$ cat src/sv/utf8v_pkg.sv
// ----------------------------------------------------------------------------
// UTF-8 decoder package
// Shared widths, constants, queue entry types and the sequence judge.
// ----------------------------------------------------------------------------
package utf8v_pkg;

  localparam int CP_W       = 21;
  localparam int QDEPTH_DEF = 4;

  localparam logic [CP_W-1:0] REPL_CP      = 21'h00fffd;
  localparam logic [CP_W-1:0] NONCHAR_LO   = 21'h00fdd0;
  localparam logic [CP_W-1:0] NONCHAR_HI   = 21'h00fdef;
  localparam logic [CP_W-1:0] SURR_LO      = 21'h00d800;
  localparam logic [CP_W-1:0] SURR_HI      = 21'h00dfff;
  localparam logic [CP_W-1:0] MAX_1BYTE    = 21'h00007f;
  localparam logic [CP_W-1:0] MAX_2BYTE    = 21'h0007ff;
  localparam logic [CP_W-1:0] MAX_3BYTE    = 21'h00ffff;
  localparam logic [15:0]     LOW_FFFF     = 16'hffff;
  localparam logic [15:0]     LOW_FFFE     = 16'hfffe;

  // One decoded result
  typedef struct packed {
    logic [CP_W-1:0] code_point;
    logic            valid_res;
  } res_t;

  // One queue entry: the results that one byte causes (one or two)
  typedef struct packed {
    logic pair;
    res_t first;
    res_t second;
  } qent_t;

  // Judge a closed sequence: value, tail count asked for, tail count seen
  function automatic res_t judge_seq(input logic [CP_W-1:0] v,
                                     input logic [2:0]      exp_tail,
                                     input logic [2:0]      seen);
    logic       ok;
    logic [2:0] need;
    res_t       r;
    if (v <= MAX_1BYTE)      need = 3'd0;
    else if (v <= MAX_2BYTE) need = 3'd1;
    else if (v <= MAX_3BYTE) need = 3'd2;
    else                     need = 3'd3;
    ok = (seen == exp_tail) && (exp_tail <= 3'd3)
         && (v[15:0] != LOW_FFFF) && (v[15:0] != LOW_FFFE)
         && !((v >= NONCHAR_LO) && (v <= NONCHAR_HI))
         && !((v >= SURR_LO) && (v <= SURR_HI))
         && ((v == '0) || (need == exp_tail));
    r.code_point = ok ? v : REPL_CP;
    r.valid_res  = ok;
    return r;
  endfunction

endpackage

$ cat src/sv/utf8_validating_decoder_top.sv
// ----------------------------------------------------------------------------
// UTF-8 validating decoder, top level
// Byte-in, code-point-out decoder with a front end, result queue and back end.
// ----------------------------------------------------------------------------
// Usage:
//   Input channel (in_valid / in_stall): one UTF-8 byte per beat with an
//   end-of-text flag. Output channel (out_valid / out_stall): one decoded
//   code point per beat, with valid_res (0 means U+FFFD replacement) and
//   last_of_run on the final result caused by an input byte.
//   Throughput: one byte per cycle while in_stall is low. A byte causes
//   zero, one or two results; the output register issues one result per
//   cycle while out_stall is low, so a byte that closes a sequence and also
//   gives a result of its own leaves two result beats. The queue is written
//   at the edge that accepts the input beat, and the back-end output
//   register then loads the entry from the queue.
//   The queue (QDEPTH entries) sets how long the input keeps flowing while the
//   receiver stalls; in_stall rises only when the queue is full.
//   Reset: synchronous, active low; no sequence open, queue and output empty.
// ----------------------------------------------------------------------------
module utf8_validating_decoder_top #(
  parameter int QDEPTH = utf8v_pkg::QDEPTH_DEF
) (
  input  logic                       clk,
  input  logic                       rst_n,
  input  logic                       in_valid,
  output logic                       in_stall,
  input  logic [7:0]                 in_byte_req,
  input  logic                       in_end_of_text,
  output logic                       out_valid,
  input  logic                       out_stall,
  output logic [utf8v_pkg::CP_W-1:0] out_code_point,
  output logic                       out_valid_res,
  output logic                       out_last_of_run
);
  import utf8v_pkg::*;

  logic  q_full;
  logic  q_push;
  qent_t q_data;
  logic  q_valid;
  logic  q_pop;
  qent_t q_head;

  utf8v_front u_front (
    .clk            (clk),
    .rst_n          (rst_n),
    .in_valid       (in_valid),
    .in_stall       (in_stall),
    .in_byte_req    (in_byte_req),
    .in_end_of_text (in_end_of_text),
    .q_full         (q_full),
    .q_push         (q_push),
    .q_data         (q_data)
  );

  utf8v_queue #(
    .QDEPTH (QDEPTH)
  ) u_queue (
    .clk     (clk),
    .rst_n   (rst_n),
    .q_push  (q_push),
    .q_data  (q_data),
    .q_full  (q_full),
    .q_valid (q_valid),
    .q_pop   (q_pop),
    .q_head  (q_head)
  );

  utf8v_back u_back (
    .clk             (clk),
    .rst_n           (rst_n),
    .q_valid         (q_valid),
    .q_head          (q_head),
    .q_pop           (q_pop),
    .out_valid       (out_valid),
    .out_stall       (out_stall),
    .out_code_point  (out_code_point),
    .out_valid_res   (out_valid_res),
    .out_last_of_run (out_last_of_run)
  );

endmodule

$ cat src/sv/utf8v_front.sv
// ----------------------------------------------------------------------------
// UTF-8 decoder front end
// Accepts bytes, tracks the open sequence and classifies each byte into the
// zero, one or two results it causes, pushed as one queue entry.
// ----------------------------------------------------------------------------
module utf8v_front (
  input  logic           clk,
  input  logic           rst_n,
  input  logic           in_valid,
  output logic           in_stall,
  input  logic [7:0]     in_byte_req,
  input  logic           in_end_of_text,
  input  logic           q_full,
  output logic           q_push,
  output utf8v_pkg::qent_t q_data
);
  import utf8v_pkg::*;

  logic            collecting_r, collecting_nxt;
  logic [2:0]      exp_r, exp_nxt;
  logic [2:0]      seen_r, seen_nxt;
  logic [CP_W-1:0] partial_r, partial_nxt;

  logic            accept;
  logic            cont;
  logic [CP_W-1:0] absorbed;
  logic [2:0]      seen_inc;
  logic [2:0]      lead_tail;
  logic [7:0]      lead_mask;
  res_t            close_res;
  res_t            fresh_res;
  logic            fresh_has;
  logic            any_res;

  assign in_stall = q_full;
  assign accept   = in_valid && !q_full;
  assign cont     = (in_byte_req[7:6] == 2'b10);
  assign absorbed = {partial_r[CP_W-7:0], in_byte_req[5:0]};
  assign seen_inc = (seen_r == 3'd7) ? seen_r : seen_r + 3'd1;

  // Decode lead byte length and payload mask
  always_comb begin
    if (in_byte_req <= 8'hdf) begin
      lead_tail = 3'd1; lead_mask = 8'h1f;
    end else if (in_byte_req <= 8'hef) begin
      lead_tail = 3'd2; lead_mask = 8'h0f;
    end else if (in_byte_req <= 8'hf7) begin
      lead_tail = 3'd3; lead_mask = 8'h07;
    end else if (in_byte_req <= 8'hfb) begin
      lead_tail = 3'd4; lead_mask = 8'h03;
    end else begin
      lead_tail = 3'd5; lead_mask = 8'h03;
    end
  end

  // Judge the sequence that closes on this byte
  always_comb begin
    if (cont) close_res = judge_seq(absorbed, exp_r, seen_inc);
    else      close_res = judge_seq(partial_r, exp_r, seen_r);
  end

  // Classify the byte and build the next state and the queue entry
  always_comb begin
    collecting_nxt = collecting_r;
    exp_nxt        = exp_r;
    seen_nxt       = seen_r;
    partial_nxt    = partial_r;
    fresh_res.code_point = REPL_CP;
    fresh_res.valid_res  = 1'b0;
    fresh_has      = 1'b1;
    if (collecting_r && cont) begin
      // absorb continuation; close only at end of text
      fresh_has   = 1'b0;
      seen_nxt    = seen_inc;
      partial_nxt = absorbed;
      if (in_end_of_text) begin
        collecting_nxt = 1'b0;
        exp_nxt        = '0;
        seen_nxt       = '0;
        partial_nxt    = '0;
      end
    end else begin
      collecting_nxt = 1'b0;
      exp_nxt        = '0;
      seen_nxt       = '0;
      partial_nxt    = '0;
      if (!in_byte_req[7]) begin
        fresh_res.code_point = {{(CP_W-8){1'b0}}, in_byte_req};
        fresh_res.valid_res  = 1'b1;
      end else if (!cont) begin
        // lead byte opens a sequence; at end of text it closes empty and fails
        if (!in_end_of_text) begin
          fresh_has      = 1'b0;
          collecting_nxt = 1'b1;
          exp_nxt        = lead_tail;
          partial_nxt    = {{(CP_W-8){1'b0}}, in_byte_req & lead_mask};
        end
      end
    end
  end

  // Pack results: a closing sequence goes first, the fresh byte second
  always_comb begin
    q_data.pair   = 1'b0;
    q_data.first  = fresh_res;
    q_data.second = fresh_res;
    any_res       = fresh_has;
    if (collecting_r && cont) begin
      q_data.first = close_res;
      any_res      = in_end_of_text;
    end else if (collecting_r) begin
      q_data.first = close_res;
      q_data.pair  = fresh_has;
      any_res      = 1'b1;
    end
  end

  assign q_push = accept && any_res;

  // Advance sequence state on each accepted beat
  always_ff @(posedge clk) begin
    if (!rst_n) begin
      collecting_r <= 1'b0;
      exp_r        <= '0;
      seen_r       <= '0;
      partial_r    <= '0;
    end else if (accept) begin
      collecting_r <= collecting_nxt;
      exp_r        <= exp_nxt;
      seen_r       <= seen_nxt;
      partial_r    <= partial_nxt;
    end
  end

endmodule

$ cat src/sv/utf8v_queue.sv
// ----------------------------------------------------------------------------
// UTF-8 decoder result queue
// Short circular queue of result entries between front and back end.
// ----------------------------------------------------------------------------
module utf8v_queue #(
  parameter int QDEPTH = utf8v_pkg::QDEPTH_DEF
) (
  input  logic             clk,
  input  logic             rst_n,
  input  logic             q_push,
  input  utf8v_pkg::qent_t q_data,
  output logic             q_full,
  output logic             q_valid,
  input  logic             q_pop,
  output utf8v_pkg::qent_t q_head
);
  import utf8v_pkg::*;

  localparam int PTR_W = (QDEPTH > 1) ? $clog2(QDEPTH) : 1;
  localparam int CNT_W = $clog2(QDEPTH + 1);

  qent_t             mem [QDEPTH];
  logic [PTR_W-1:0]  wr_ptr_r, wr_ptr_nxt;
  logic [PTR_W-1:0]  rd_ptr_r, rd_ptr_nxt;
  logic [CNT_W-1:0]  count_r, count_nxt;
  logic              do_push;
  logic              do_pop;

  assign q_full  = (count_r == CNT_W'(QDEPTH));
  assign q_valid = (count_r != '0);
  assign q_head  = mem[rd_ptr_r];
  assign do_push = q_push && !q_full;
  assign do_pop  = q_pop && q_valid;

  // Wrap pointers and track fill
  always_comb begin
    wr_ptr_nxt = wr_ptr_r;
    rd_ptr_nxt = rd_ptr_r;
    count_nxt  = count_r;
    if (do_push) begin
      wr_ptr_nxt = (wr_ptr_r == PTR_W'(QDEPTH - 1)) ? '0 : wr_ptr_r + 1'b1;
    end
    if (do_pop) begin
      rd_ptr_nxt = (rd_ptr_r == PTR_W'(QDEPTH - 1)) ? '0 : rd_ptr_r + 1'b1;
    end
    if (do_push && !do_pop)      count_nxt = count_r + 1'b1;
    else if (do_pop && !do_push) count_nxt = count_r - 1'b1;
  end

  always_ff @(posedge clk) begin
    if (!rst_n) begin
      wr_ptr_r <= '0;
      rd_ptr_r <= '0;
      count_r  <= '0;
    end else begin
      wr_ptr_r <= wr_ptr_nxt;
      rd_ptr_r <= rd_ptr_nxt;
      count_r  <= count_nxt;
    end
  end

  // Write entry storage
  always_ff @(posedge clk) begin
    if (do_push) begin
      mem[wr_ptr_r] <= q_data;
    end
  end

endmodule

$ cat src/sv/utf8v_back.sv
// ----------------------------------------------------------------------------
// UTF-8 decoder back end
// Pops queue entries and issues their results one beat at a time from an
// output register, marking the final result of each byte.
// ----------------------------------------------------------------------------
module utf8v_back (
  input  logic                         clk,
  input  logic                         rst_n,
  input  logic                         q_valid,
  input  utf8v_pkg::qent_t             q_head,
  output logic                         q_pop,
  output logic                         out_valid,
  input  logic                         out_stall,
  output logic [utf8v_pkg::CP_W-1:0]   out_code_point,
  output logic                         out_valid_res,
  output logic                         out_last_of_run
);
  import utf8v_pkg::*;

  logic            out_valid_r, out_valid_nxt;
  logic            phase_r, phase_nxt;
  logic [CP_W-1:0] cp_r, cp_nxt;
  logic            ok_r, ok_nxt;
  logic            last_r, last_nxt;
  res_t            held_r, held_nxt;
  logic            load;

  // Output register is free when empty or being taken
  assign load  = !out_valid_r || !out_stall;
  assign q_pop = load && !phase_r && q_valid;

  always_comb begin
    out_valid_nxt = out_valid_r;
    phase_nxt     = phase_r;
    cp_nxt        = cp_r;
    ok_nxt        = ok_r;
    last_nxt      = last_r;
    held_nxt      = held_r;
    if (load) begin
      if (phase_r) begin
        // issue the held second result
        out_valid_nxt = 1'b1;
        cp_nxt        = held_r.code_point;
        ok_nxt        = held_r.valid_res;
        last_nxt      = 1'b1;
        phase_nxt     = 1'b0;
      end else if (q_valid) begin
        out_valid_nxt = 1'b1;
        cp_nxt        = q_head.first.code_point;
        ok_nxt        = q_head.first.valid_res;
        last_nxt      = !q_head.pair;
        held_nxt      = q_head.second;
        phase_nxt     = q_head.pair;
      end else begin
        out_valid_nxt = 1'b0;
      end
    end
  end

  always_ff @(posedge clk) begin
    if (!rst_n) begin
      out_valid_r <= 1'b0;
      phase_r     <= 1'b0;
    end else begin
      out_valid_r <= out_valid_nxt;
      phase_r     <= phase_nxt;
    end
  end

  // Hold payload
  always_ff @(posedge clk) begin
    cp_r   <= cp_nxt;
    ok_r   <= ok_nxt;
    last_r <= last_nxt;
    held_r <= held_nxt;
  end

  assign out_valid       = out_valid_r;
  assign out_code_point  = cp_r;
  assign out_valid_res   = ok_r;
  assign out_last_of_run = last_r;

endmodule

$ cat config.mk
export PLATFORM = sky130hd
export DESIGN_NAME = utf8_validating_decoder_top
export DESIGN_NICKNAME = d
export VERILOG_FILES = /design/src/sv/utf8v_pkg.sv /design/src/sv/utf8_validating_decoder_top.sv /design/src/sv/utf8v_front.sv /design/src/sv/utf8v_queue.sv /design/src/sv/utf8v_back.sv
export SDC_FILE = /design/constraint.sdc
export NUM_CORES = 1
export LEC_CHECK = 0
export ABC_CLOCK_PERIOD_IN_PS = 4300
export BUFFER_PORTS_ARGS = -buffer_cell sky130_fd_sc_hd__buf_2
export CORE_MARGIN = 8
export CORE_UTILIZATION = 40
export CTS_CLUSTER_SIZE = 12
export DETAILED_ROUTE_END_ITERATION = 7
export PLACE_DENSITY = 0.62
export SLEW_MARGIN = 20
export SYNTH_ARGS = -nofsm -noshare
export SYNTH_HDL_FRONTEND = slang
export SYNTH_SLANG_ARGS = --single-unit
export TNS_END_PERCENT = 1
$ cat constraint.sdc
create_clock -name clk -period 4.3 [get_ports clk]
set_clock_uncertainty 0.05 [all_clocks]
set_input_delay 0.86 -clock clk [delete_from_list [all_inputs] [get_ports clk]]
set_output_delay 0.86 -clock clk [all_outputs]
set_load 0.05 [all_outputs]
Yosys cells after proc, flatten, opt, wreduce, memory -nomap -nowiden --
Memory sizes are Yosys's and may differ from the RTL's. A register that Yosys moved wholly into a read port is not among the register bits. Cells that the tools add are included. W data, S select, Z words.
Word-level totals: bits in registers 82, output and inout port bits 25, memories 1, RAM bits 180, bits of input ports 13, logic and storage cells 165
Operators by class: reductions and logical operators 47, add/sub/neg operators 5, bitwise gates (word level) 2, magnitude comparators 19, equality and inequality tests 14, muxes and demuxes 63
Memories:
- u_queue.mem | depth 4, bits a word 45, rd ports 1, clocked after Yosys merged registers in 1, write ports 1, line utf8v_queue.sv:22 | qent_t mem [QDEPTH];
Operators with widths (number):
- $mux W21 | 8
- $le A21 B16 Y1 const B | 6
- $ge A21 B16 Y1 const B | 4
- $mux W22 | 3
- $ne A16 B16 Y1 const B | 4
- $mux W3 | 20
- $le A21 B11 Y1 const B | 2
- $le A21 B7 Y1 const B | 2
- $logic_not A21 Y1 | 2
- $le A8 B8 Y1 const B | 4
- $logic_and A1 B1 Y1 | 25
- $mux W8 | 3
- $mux W1 | 23
- $mux W23 | 1
- $mux W17 | 1
- $eq A3 B3 Y1 | 4
- $logic_not A1 Y1 | 11
- $and A8 B8 Y8 | 1
- $mux W2 | 4
- $add A3 B1 Y3 const B | 2
- $eq A2 B2 Y1 const B | 3
- $eq A3 B3 Y1 const B | 2
- $add A2 B1 Y2 const B | 2
- $reduce_and A2 Y1 | 2
- 8 further kinds | 11

Logic depth before layout (Yosys ltp) --
Gate-level depths: netlist of the first run.
word-level depth 13, mapped depth 10, depth with buffers taken out 9

Cells and area by module --
A second synthesis of the first run with hierarchy kept.
Unflattened totals: cell total of the unflattened synthesis 659, area, all modules 10875.4 um^2
By module, submodules not included:
- utf8v_queue | cells an instance 286, instances 1, area each 7035.5 um^2, seq. area each 5585.4 um^2
- utf8v_front | cells an instance 291, instances 1, area each 2098.3 um^2, seq. area each 560.5 um^2
- utf8v_back | cells an instance 82, instances 1, area each 1741.7 um^2, seq. area each 1391.3 um^2

Worst setup path before layout of the first run --
Ideal clock, no wire load.
path kind register -> register, from reg u_queue.count_r[2], to reg u_queue.count_r[2], stages on the path, launching flop included 11, clock period less this slack 3.312 ns, required time 4.174 ns, data arrival time 3.187 ns, setup slack 0.988 ns, library setup time 0.076 ns, path buffers 1, path through dfxtp_1 nor3b_1 nand2b_1 clkbuf_1 a21oi_1 ha_1 inv_1 fa_1 xor2_1 or3_1 a21boi_0
Between the ends: word-level cells in the longest chain between the ends 8, elaborated cells on any way between the ends 17, classes of those cells 2 x add/sub; 1 x eq/ne; 2 x mux; 12 x reduce/logical
Ends and longest elaborated chain:
- from (decl) | line utf8v_queue.sv:25 | logic [CNT_W-1:0] count_r, count_nxt;
- from (signal assigned) | line utf8v_queue.sv:58 | count_r <= count_nxt;
- $eq A3 B3 Y1 (*) | line utf8v_queue.sv:29 | assign q_full = (count_r == CNT_W'(QDEPTH));
- via in_stall | line utf8_validating_decoder_top.sv:26 | output logic in_stall,
- $logic_not A1 Y1 (*) | line utf8v_front.sv:36, utf8v_queue.sv:32
- $logic_and A1 B1 Y1 | line utf8v_front.sv:36 | assign accept = in_valid && !q_full;
- $logic_and A1 B1 Y1 | line utf8v_front.sv:118 | assign q_push = accept && any_res;
- $logic_and A1 B1 Y1 (*) | line utf8v_queue.sv:32 | assign do_push = q_push && !q_full;
- via u_queue.do_push | line utf8v_queue.sv:26 | logic do_push;
- $logic_not A1 Y1 | line utf8v_queue.sv:47 | else if (do_pop && !do_push) count_nxt = count_r - 1'b1;
- $logic_and A1 B1 Y1 | line utf8v_queue.sv:47
- $reduce_bool A2 Y1 (no source line)
The timed path passes the listed nets; every way through them passes the cells marked *. The select of a mux whose other input is x is not followed. A chain may end at the register's enable or synchronous reset.

==> results of run 1 <==
-- cell families after synthesis --
logic type	after synthesis	share of synthesized area (%)
flops	199	67.0
xor+xnor	7	0.735
compound gates	93	8.50
simple gates	141	9.16
buf+inv	63	3.03
mux	45	10.3
fa+ha+maj	8	1.29
-- sequential cells by signal, indices dropped and copies added (netlist names), 3 cells and up, named ones only --
register	count
u_front.partial_r	21
u_back.out_code_point	21
u_front.exp_r	3
u_back.held_r	9
u_queue.count_r	3
u_front.seen_r	3
u_queue.mem	128
-- metal layers --
| metal | global-route usage [%] | routed length (microns) |
|---|---|---|
| met2 | 21.1 | 7940 |
| met5 | 0 | 0 |
| met3 | 3.28 | 858 |
| met1 | 17.4 | 7670 |
| met4 | 4.89 | 273 |
-- worst min path at each step --
stage                     cells after the start  slack, ns                          startpoint                                 end
after floorplan                               2       0.40  u_front.partial_r[17]$_SDFFE_PN0P_  u_front.partial_r[17]$_SDFFE_PN0P_
after global placement                        2       0.42  u_front.partial_r[20]$_SDFFE_PN0P_  u_front.partial_r[20]$_SDFFE_PN0P_
after detailed placement                      2       0.43  u_front.partial_r[17]$_SDFFE_PN0P_  u_front.partial_r[17]$_SDFFE_PN0P_
after CTS                                     2       0.44  u_front.partial_r[17]$_SDFFE_PN0P_  u_front.partial_r[17]$_SDFFE_PN0P_
after global routing                          2       0.47  u_front.partial_r[16]$_SDFFE_PN0P_  u_front.partial_r[16]$_SDFFE_PN0P_
final                                         2       0.44  u_front.partial_r[17]$_SDFFE_PN0P_  u_front.partial_r[17]$_SDFFE_PN0P_
-- synthesized netlist by cell type, drive strengths merged, types with 8 or more instances --
cell type,count
edfxtp,160
dfxtp,39
mux4,32
nand2,29
clkbuf,28
inv,27
nand3,26
o21ai,24
a21boi,20
nor2b,18
nor2,16
o221a,9
mux2,8
nor3,8
-- power by group through the flow --
stage / clock network (uW) / registers, uW / logic (uW)
6_report: 1580 / 2650 / 1600
4_1_cts: 1620 / 2670 / 1640
3_3_place_gp: 0 / 2690 / 1610
2_1_floorplan: 0 / 3060 / 848
3_5_place_dp: 0 / 2710 / 1630
5_1_grt: 1690 / 2700 / 1730
-- per-stage QoR --
stage,hold WS (ns),cells,worst slack (ns),power (uW),utilization [%]
2_1_floorplan,0.399,556,0.988,3900,-
3_3_place_gp,0.423,847,1.09,4300,42.6
3_5_place_dp,0.428,847,0.976,4340,42.6
4_1_cts,0.437,879,1.26,5920,45.4
5_1_grt,0.470,879,1.11,6110,45.4
6_report,0.436,879,1.26,5840,45.4
-- final cells by class --
class | count | area, sq um | share of cell area (%)
clock inverter | 14 | 155 | 1.65
timing repair buffer | 51 | 290 | 3.08
sequential | 199 | 5590 | 59.2
clock buffer | 18 | 429 | 4.55
tap | 275 | 344 | 3.65
multi-input combinational | 294 | 2520 | 26.7
inverter | 28 | 105 | 1.11
-- critical path, stage by stage (launching register included) --
cell	delay [ns]
dfxtp_1	0.41
or4_4	0.59
or4_4	0.49
a2111oi_2	0.31
a221o_2	0.31
a32oi_4	0.20
o22ai_1	0.42
==> results.md, run 1 <==
- Row count: 53
- Comb power frac: 27.4%
- Hold buffers post-CTS: 0
- Max Fclk: 329 MHz
- Sequential power share: 45.5%
- Via density per instance: 5.41
- Final Hold Viols: 0
- Clock root buffer: clkbuf_16
- Post-CTS Setup Bufs: 0
- Port bufs: 37
- Power Dens Cells: 619 mW/mm^2
- Die Ht: 160 microns
- Clk pwr share: 27.1%
- Effective utilization at floorplan: 40.2%
- Initial antenna violation count: 0
- Io pins: 38
- MaxCap Viol Count: 0
- Area Overhead vs Synth: 13.0%
- Post-Syn Area: 0.00834 sq mm
- Resized cells post-CTS: 0
- Placed cell area: 0.00885 sq mm
- WP data arrival: 3.16 ns
- RSZ-0062 raised after global routing: no
- Crit path to: u_queue.mem[1][24]$_DFFE_PP_
- # setup viols final: 0
- Rel. slew slack: 43.0%
- Sequential area share after synthesis: 67.0%
- Setup TNS: 0 ns
- R2r endpoint: u_queue.mem[1][24]$_DFFE_PP_
- Avg Cell Area, Syn: 15.0 sq um
- Number of H-tree levels: 4
- Sw Pwr: 1850 uW
- Syn_nets: 577
- Residual DRC: 0
- Gr usage total: 13.3%
- Most common cell after layout, fill and taps aside: edfxtp_1
- Worst r2r src: u_front.partial_r[5]$_SDFFE_PN0P_
- Synth warnings: 0
- Routability congestion estimate: 0.847
- Endpoint class of the critical path: register
- CTS tree: done
- Reg2reg setup slack: 1.26 ns
- Max-slew violation count: 0
- Largest area contributor in the netlist: edfxtp_1
- Largest net degree at the start of global routing: 36
- Area of the core: 0.0208 sq mm
- Req. time, crit path: 4.42 ns
- Bufs on Longest Clock Path: 2
- DIE AREA: 0.0257 sq mm
- Num CTS Buffers: 17
- Cells on worst reg2reg path: 6
- Post-route cell area: 0.00943 sq mm
- Layout fillers: 1819
- Routed len/inst: 19.1 microns
- Die Wd: 160 microns
- Initial DRC count: 418
- Crit share post-route: 70.7%
- Critical path origin: u_front.partial_r[5]$_SDFFE_PN0P_
- Vias: 4751
- Pleak: 0.00309 uW
- Synthesized instance count: 556
- Ant diodes: 0
- Yosys reg bits: 199
- GR Overflow Total: 0
- Area share of the largest cell type after synthesis: 57.6%
- Sw Share: 31.7%
- First drt pass iteration count: 4
- Clock sinks: 199
- FFs w/ async S/R, synth: 0%
- Int Pwr: 3990 uW
- Hold/Removal Path Class: reg2reg
- Startpoint Class: register
- Outcome: finished clean
- Nets: 612
- Clock transition at the registers of the reported paths: 0.07 ns
- Minimum clock period: 3.04 ns
- Worst skew pair latency: 0.43 ns
- Cell variety after synth: 60
- Least-Margin Pin Slew: 0.855 ns
- Synth Flop Type: edfxtp_1
- Area contributors post-synth: edfxtp_1 (58%), dfxtp_1 (9.4%), mux4_2 (8.6%)
- DP HPWL: 10800 microns
- Commonest non-fill, non-tap cells in the layout: edfxtp_1 (160), dfxtp_1 (38), buf_2 (37)
- Total wire length: 16700 microns
- Global-route wire length before repair: 26600 microns
- Post-route ant nets: 0
- Number of global-route vias before repair: 4867
- Crit Path Max Fanout: 8
- Maximum vdd ir drop: 262 uV
- WS Path Type: reg2reg
- EDFF count, synth: 160
- Layout cell share with drive strength beyond 1: 23.5%
Note: power is estimated with default switching activity, not from simulation.
==> run 2: changes to the inputs <==
- ABC_CLOCK_PERIOD_IN_PS: 4300 -> 3000
- clock period: 4.3 -> 3 ns (I/O delays scaled with it)
==> results.md, run 2 (synthesis results as in run 1) <==
- Crit Path Max Fanout: 7 (was 8)
- Port bufs: 37 (unchanged)
- Outcome: finished clean (unchanged)
- # setup viols final: 0 (unchanged)
- Row count: 53 (unchanged)
- Gr usage total: 14.0% (was 13.3%)
- Number of global-route vias before repair: 4960 (was 4867)
- Routability congestion estimate: 0.834 (was 0.847)
- Clock root buffer: clkbuf_16 (unchanged)
- Routed len/inst: 19.5 microns (was 19.1 microns)
- WP data arrival: 2.90 ns (was 3.16 ns)
- Worst hold slack: 0.435 ns (was 0.436 ns)
- Endpoint class of the critical path: register (unchanged)
- DIE AREA: 0.0257 sq mm (unchanged)
- Pleak: 0.00319 uW (was 0.00309 uW)
- Met3 wire length: 865 microns (was 858 microns)
- Post-route ant nets: 0 (unchanged)
- Setup TNS: 0 ns (unchanged)
- Largest net degree at the start of global routing: 36 (unchanged)
- Hold buffers post-CTS: 0 (unchanged)
- MaxCap Viol Count: 0 (unchanged)
- Clock sinks: 199 (unchanged)
- RSZ-0062 raised after global routing: no (unchanged)
- Most frequent CP cell: or4_4 (unchanged)
- Number of H-tree levels: 4 (unchanged)
- Req. time, crit path: 3.13 ns (was 4.42 ns)
- Die Wd: 160 microns (unchanged)
- Wire length on met1: 8050 microns (was 7670 microns)
- Total wire length: 17500 microns (was 16700 microns)
- Bufs on Longest Clock Path: 2 (unchanged)
- Least-Margin Pin Slew: 0.531 ns (was 0.855 ns)
- Rel. slew slack: 64.6% (was 43.0%)
- WS Path Type: reg2reg (unchanged)
- Commonest non-fill, non-tap cells in the layout: edfxtp_1 (160), dfxtp_1 (38), buf_2 (37) (unchanged)
- Area of the core: 0.0208 sq mm (unchanged)
- Top reg by flops: u_queue.mem (unchanged)
- Effective utilization at floorplan: 40.2% (unchanged)
- Ant diodes: 0 (unchanged)
- Utilization after layout: 46.2% (was 45.4%)
- CTS tree: done (unchanged)
- Final Hold Viols: 0 (unchanged)
- Most common cell after layout, fill and taps aside: edfxtp_1 (unchanged)
- Die Ht: 160 microns (unchanged)
- Resized cells post-CTS: 0 (unchanged)
- Nets: 632 (was 612)
- Maximum vdd ir drop: 425 uV (was 262 uV)
- Io pins: 38 (unchanged)
- Met2 wire length: 8370 microns (was 7940 microns)
- Initial antenna violation count: 0 (unchanged)
- First drt pass iteration count: 4 (unchanged)
- Max Used Layer: met4 (unchanged)
- Slowest CP cell: or4_4 (unchanged)
- Area Overhead vs Synth: 15.0% (was 13.0%)
- Layout cell share with drive strength beyond 1: 26.1% (was 23.5%)
- WHS Path Cells: 3 (was 2)
- GR Overflow Total: 0 (unchanged)
- Crit share post-route: 92.1% (was 70.7%)
- Via density per instance: 5.31 (was 5.41)
- Max reg flops: 128 (unchanged)
- Maximum single-stage delay on the critical path: 0.54 ns (was 0.59 ns)
- Worst-path cell chain: or4_4, or4_4, a2111oi_2, a221o_2, a32oi_4, o22ai_1 (unchanged)
- Vias: 4774 (was 4751)
- Power Dens Cells: 869 mW/mm^2 (was 619 mW/mm^2)
- Layout fillers: 1799 (was 1819)
- Residual DRC: 0 (unchanged)
- Initial DRC count: 378 (was 418)
- Max Fclk: 362 MHz (was 329 MHz)
- Max-slew violation count: 0 (unchanged)
- Global-route wire length before repair: 27900 microns (was 26600 microns)
- Clock transition at the registers of the reported paths: 0.07 ns (about the same)
- Startpoint Class: register (unchanged)
- Worst skew pair latency: 0.43 ns (about the same)
- Post-CTS Setup Bufs: 0 (unchanged)
- DP HPWL: 11700 microns (was 10800 microns)
- Cells on worst reg2reg path: 6 (unchanged)
- Num CTS Buffers: 17 (unchanged)
- Minimum clock period: 2.76 ns (was 3.04 ns)
- Hold/Removal Path Class: in2reg (was reg2reg)
[run 2: worst paths after layout]
path                                           start                                  to  slack, ns
setup reg to reg   u_front.partial_r[5]$_SDFFE_PN0P_        u_queue.mem[3][24]$_DFFE_PP_       0.24
setup / recovery   u_front.partial_r[5]$_SDFFE_PN0P_        u_queue.mem[3][24]$_DFFE_PP_       0.24
hold reg to reg   u_front.partial_r[20]$_SDFFE_PN0P_  u_front.partial_r[20]$_SDFFE_PN0P_       0.45
hold / removal                             out_stall       u_back.out_valid$_SDFFE_PN0N_       0.43
[run 2: metrics by stage]
step	instance area (sq um)	power [uW]	std cells	worst slack, ns
3_5_place_dp	9030	6280	867	0.260
5_1_grt	9600	8720	899	0.108
4_1_cts	9600	8460	899	0.248
3_3_place_gp	9030	6210	867	0.303
6_report	9600	8340	899	0.238
2_1_floorplan	8350	5600	556	0.0891
[run 2: cell type report]
type	instances	area, sq um	area share (%)
Clock buffer	18	429	4.47
Clock inverter	14	140	1.46
Inverter	28	105	1.10
Multi-Input combinational cell	294	2520	26.3
Sequential cell	199	5590	58.2
Tap cell	275	344	3.59
Timing Repair Buffer	71	465	4.85
[run 2: layer usage]
layer	global-route usage, %	up-vias
met1	18.4	2399
met4	5.10	0
met5	0	-
met3	3.20	16
li1	-	2252
met2	22.2	107
[run 2: worst max-delay path: cells and delay by family, from the launching register on]
kind / cells / cell delay, ns
AO/OA/AOI/OAI: 4 / 1.12
flip-flops: 1 / 0.31
AND/OR/NAND/NOR: 2 / 1.03
[run 2: where the power goes]
group	internal, uW	leakage [uW]	switching, uW
sequential	3590	0.00180	139
combinational	858	0.00112	1570
clock	1170	0.000273	1020
==> run 3: changes to the inputs <==
- CTS_BUF_LIST: unset -> sky130_fd_sc_hd__clkbuf_8
==> results.md, run 3 (synthesis results as in run 1) <==
- Outcome: finished clean (unchanged)
- Max Fclk: 361 MHz (was 362 MHz)
- Routed len/inst: 19.7 microns (was 19.5 microns)
- Maximum vdd ir drop: 301 uV (was 425 uV)
- Io pins: 38 (unchanged)
- Clock transition at the registers of the reported paths: 0.10 ns (was 0.07 ns)
- Minimum clock period: 2.77 ns (was 2.76 ns)
- Die Wd: 160 microns (unchanged)
- Area of the core: 0.0208 sq mm (unchanged)
- Clock sinks: 199 (unchanged)
- Area Overhead vs Synth: 12.7% (was 15.0%)
- Die Ht: 160 microns (unchanged)
- Gr usage total: 13.9% (was 14.0%)
- Via density per instance: 5.38 (was 5.31)
- First drt pass iteration count: 5 (was 4)
- WP data arrival: 2.94 ns (was 2.90 ns)
- Sw Share: 34.3% (was 32.7%)
- Worst hold slack: 0.394 ns (was 0.435 ns)
- Resized cells post-CTS: 0 (unchanged)
- Post-CTS Setup Bufs: 0 (unchanged)
- Number of H-tree levels: 4 (unchanged)
- Top reg by flops: u_queue.mem (unchanged)
- Port bufs: 37 (unchanged)
- Power Dens Cells: 829 mW/mm^2 (was 869 mW/mm^2)
- Worst skew pair latency: 0.46 ns (was 0.43 ns)
- Number of global-route vias before repair: 4955 (was 4960)
- Crit share post-route: 92.4% (was 92.1%)
- Hold/Removal Path Class: in2reg (unchanged)
- Total wire length: 17700 microns (was 17500 microns)
- Setup TNS: 0 ns (unchanged)
- Initial antenna violation count: 0 (unchanged)
- Final Hold Viols: 0 (unchanged)
- Max reg flops: 128 (unchanged)
- Routability congestion estimate: 0.834 (unchanged)
- Sequential power share: 47.8% (was 44.7%)
- Commonest non-fill, non-tap cells in the layout: edfxtp_1 (160), dfxtp_1 (38), buf_2 (37) (unchanged)
- Vias: 4840 (was 4774)
- Max-slew violation count: 0 (unchanged)
- Initial DRC count: 386 (was 378)
- Crit Path Max Fanout: 7 (unchanged)
- DIE AREA: 0.0257 sq mm (unchanged)
- GR Overflow Total: 0 (unchanged)
- Comb power frac: 31.1% (was 29.0%)
- Nets: 632 (unchanged)
- Effective utilization at floorplan: 40.2% (unchanged)
- Row count: 53 (unchanged)
- Clock root buffer: clkbuf_8 (was clkbuf_16)
- DP HPWL: 11700 microns (unchanged)
- Largest net degree at the start of global routing: 36 (unchanged)
- Num CTS Buffers: 17 (unchanged)
- Post-route ant nets: 0 (unchanged)
- Req. time, crit path: 3.17 ns (was 3.13 ns)
- MaxCap Viol Count: 0 (unchanged)
- WS Path Type: reg2reg (unchanged)
- Rel. slew slack: 65.2% (was 64.6%)
- CTS tree: done (unchanged)
- Endpoint class of the critical path: register (unchanged)
- RSZ-0062 raised after global routing: no (unchanged)
- Residual DRC: 0 (unchanged)
- Tot Pwr: 7800 uW (was 8340 uW)
- Hold buffers post-CTS: 0 (unchanged)
- Least-Margin Pin Slew: 0.522 ns (was 0.531 ns)
- Bufs on Longest Clock Path: 2 (unchanged)
- Int Pwr: 5120 uW (was 5620 uW)
- Clk pwr share: 21.1% (was 26.3%)
- # setup viols final: 0 (unchanged)
- Sw Pwr: 2670 uW (was 2730 uW)
- Startpoint Class: register (unchanged)
- Global-route wire length before repair: 27800 microns (was 27900 microns)
- Ant diodes: 0 (unchanged)
- Pleak: 0.00310 uW (was 0.00319 uW)
- Most common cell after layout, fill and taps aside: edfxtp_1 (unchanged)
- Layout cell share with drive strength beyond 1: 26.1% (unchanged)
[run 3: cell count changes in the layout (fill, tap and decap cells not counted), sizes merged]
cell and delta:
clkbuf -1, inv +1
[run 3: per-stage QoR]
step | setup slack (ns) | utilization, % | area (sq um) | instances
after global placement | 0.303 | 43.5 | 9030 | 867
after CTS | 0.239 | 45.3 | 9400 | 899
after floorplan | 0.0891 | - | 8350 | 556
final | 0.229 | 45.3 | 9400 | 899
after global routing | 0.102 | 45.3 | 9400 | 899
after detailed placement | 0.260 | 43.5 | 9030 | 867
[run 3: path summary, 6_finish.rpt]
| check | from | to | slack (ns) | cells after the start |
|---|---|---|---|---|
| max | u_front.partial_r[5]$_SDFFE_PN0P_ | u_queue.mem[3][24]$_DFFE_PP_ | 0.23 | 6 |
| min | out_stall | u_back.out_valid$_SDFFE_PN0N_ | 0.39 | 3 |
| max reg2reg | u_front.partial_r[5]$_SDFFE_PN0P_ | u_queue.mem[3][24]$_DFFE_PP_ | 0.23 | 6 |
| min reg2reg | u_front.partial_r[20]$_SDFFE_PN0P_ | u_front.partial_r[20]$_SDFFE_PN0P_ | 0.46 | 2 |
[run 3: cell type report]
| type | instances | area (sq um) |
|---|---|---|
| clock buffer | 17 | 234 |
| clock inverter | 15 | 144 |
| fill | 1825 | 11400 |
| inverter | 28 | 105 |
| multi-input combinational | 294 | 2520 |
| sequential | 199 | 5590 |
| tap | 275 | 344 |
| timing repair buffer | 71 | 465 |
[run 3: critical path, stage by stage (launching register included)]
cell,delay [ns]
dfxtp_1,0.32
or4_4,0.54
or4_4,0.49
a2111oi_2,0.31
a221o_2,0.26
a32oi_4,0.17
o22ai_1,0.38
[run 3: layer usage]
| metal | track usage [%] | vias up | routed length, microns |
|---|---|---|---|
| li1 | - | 2252 | - |
| met1 | 18.3 | 2436 | 8180 |
| met2 | 22.2 | 139 | 8370 |
| met3 | 3.53 | 13 | 995 |
| met4 | 4.16 | 0 | 161 |
| met5 | 0 | - | 0 |
[run 3: power groups by stage]
stage               sequential [uW]  combinational (uW)  clock [uW]
detailed placement             3800                2480           0
floorplan                      4380                1220           0
CTS                            3740                2480        1680
global placement               3780                2430           0
finish                         3730                2430        1640
global route                   3780                2610        1770
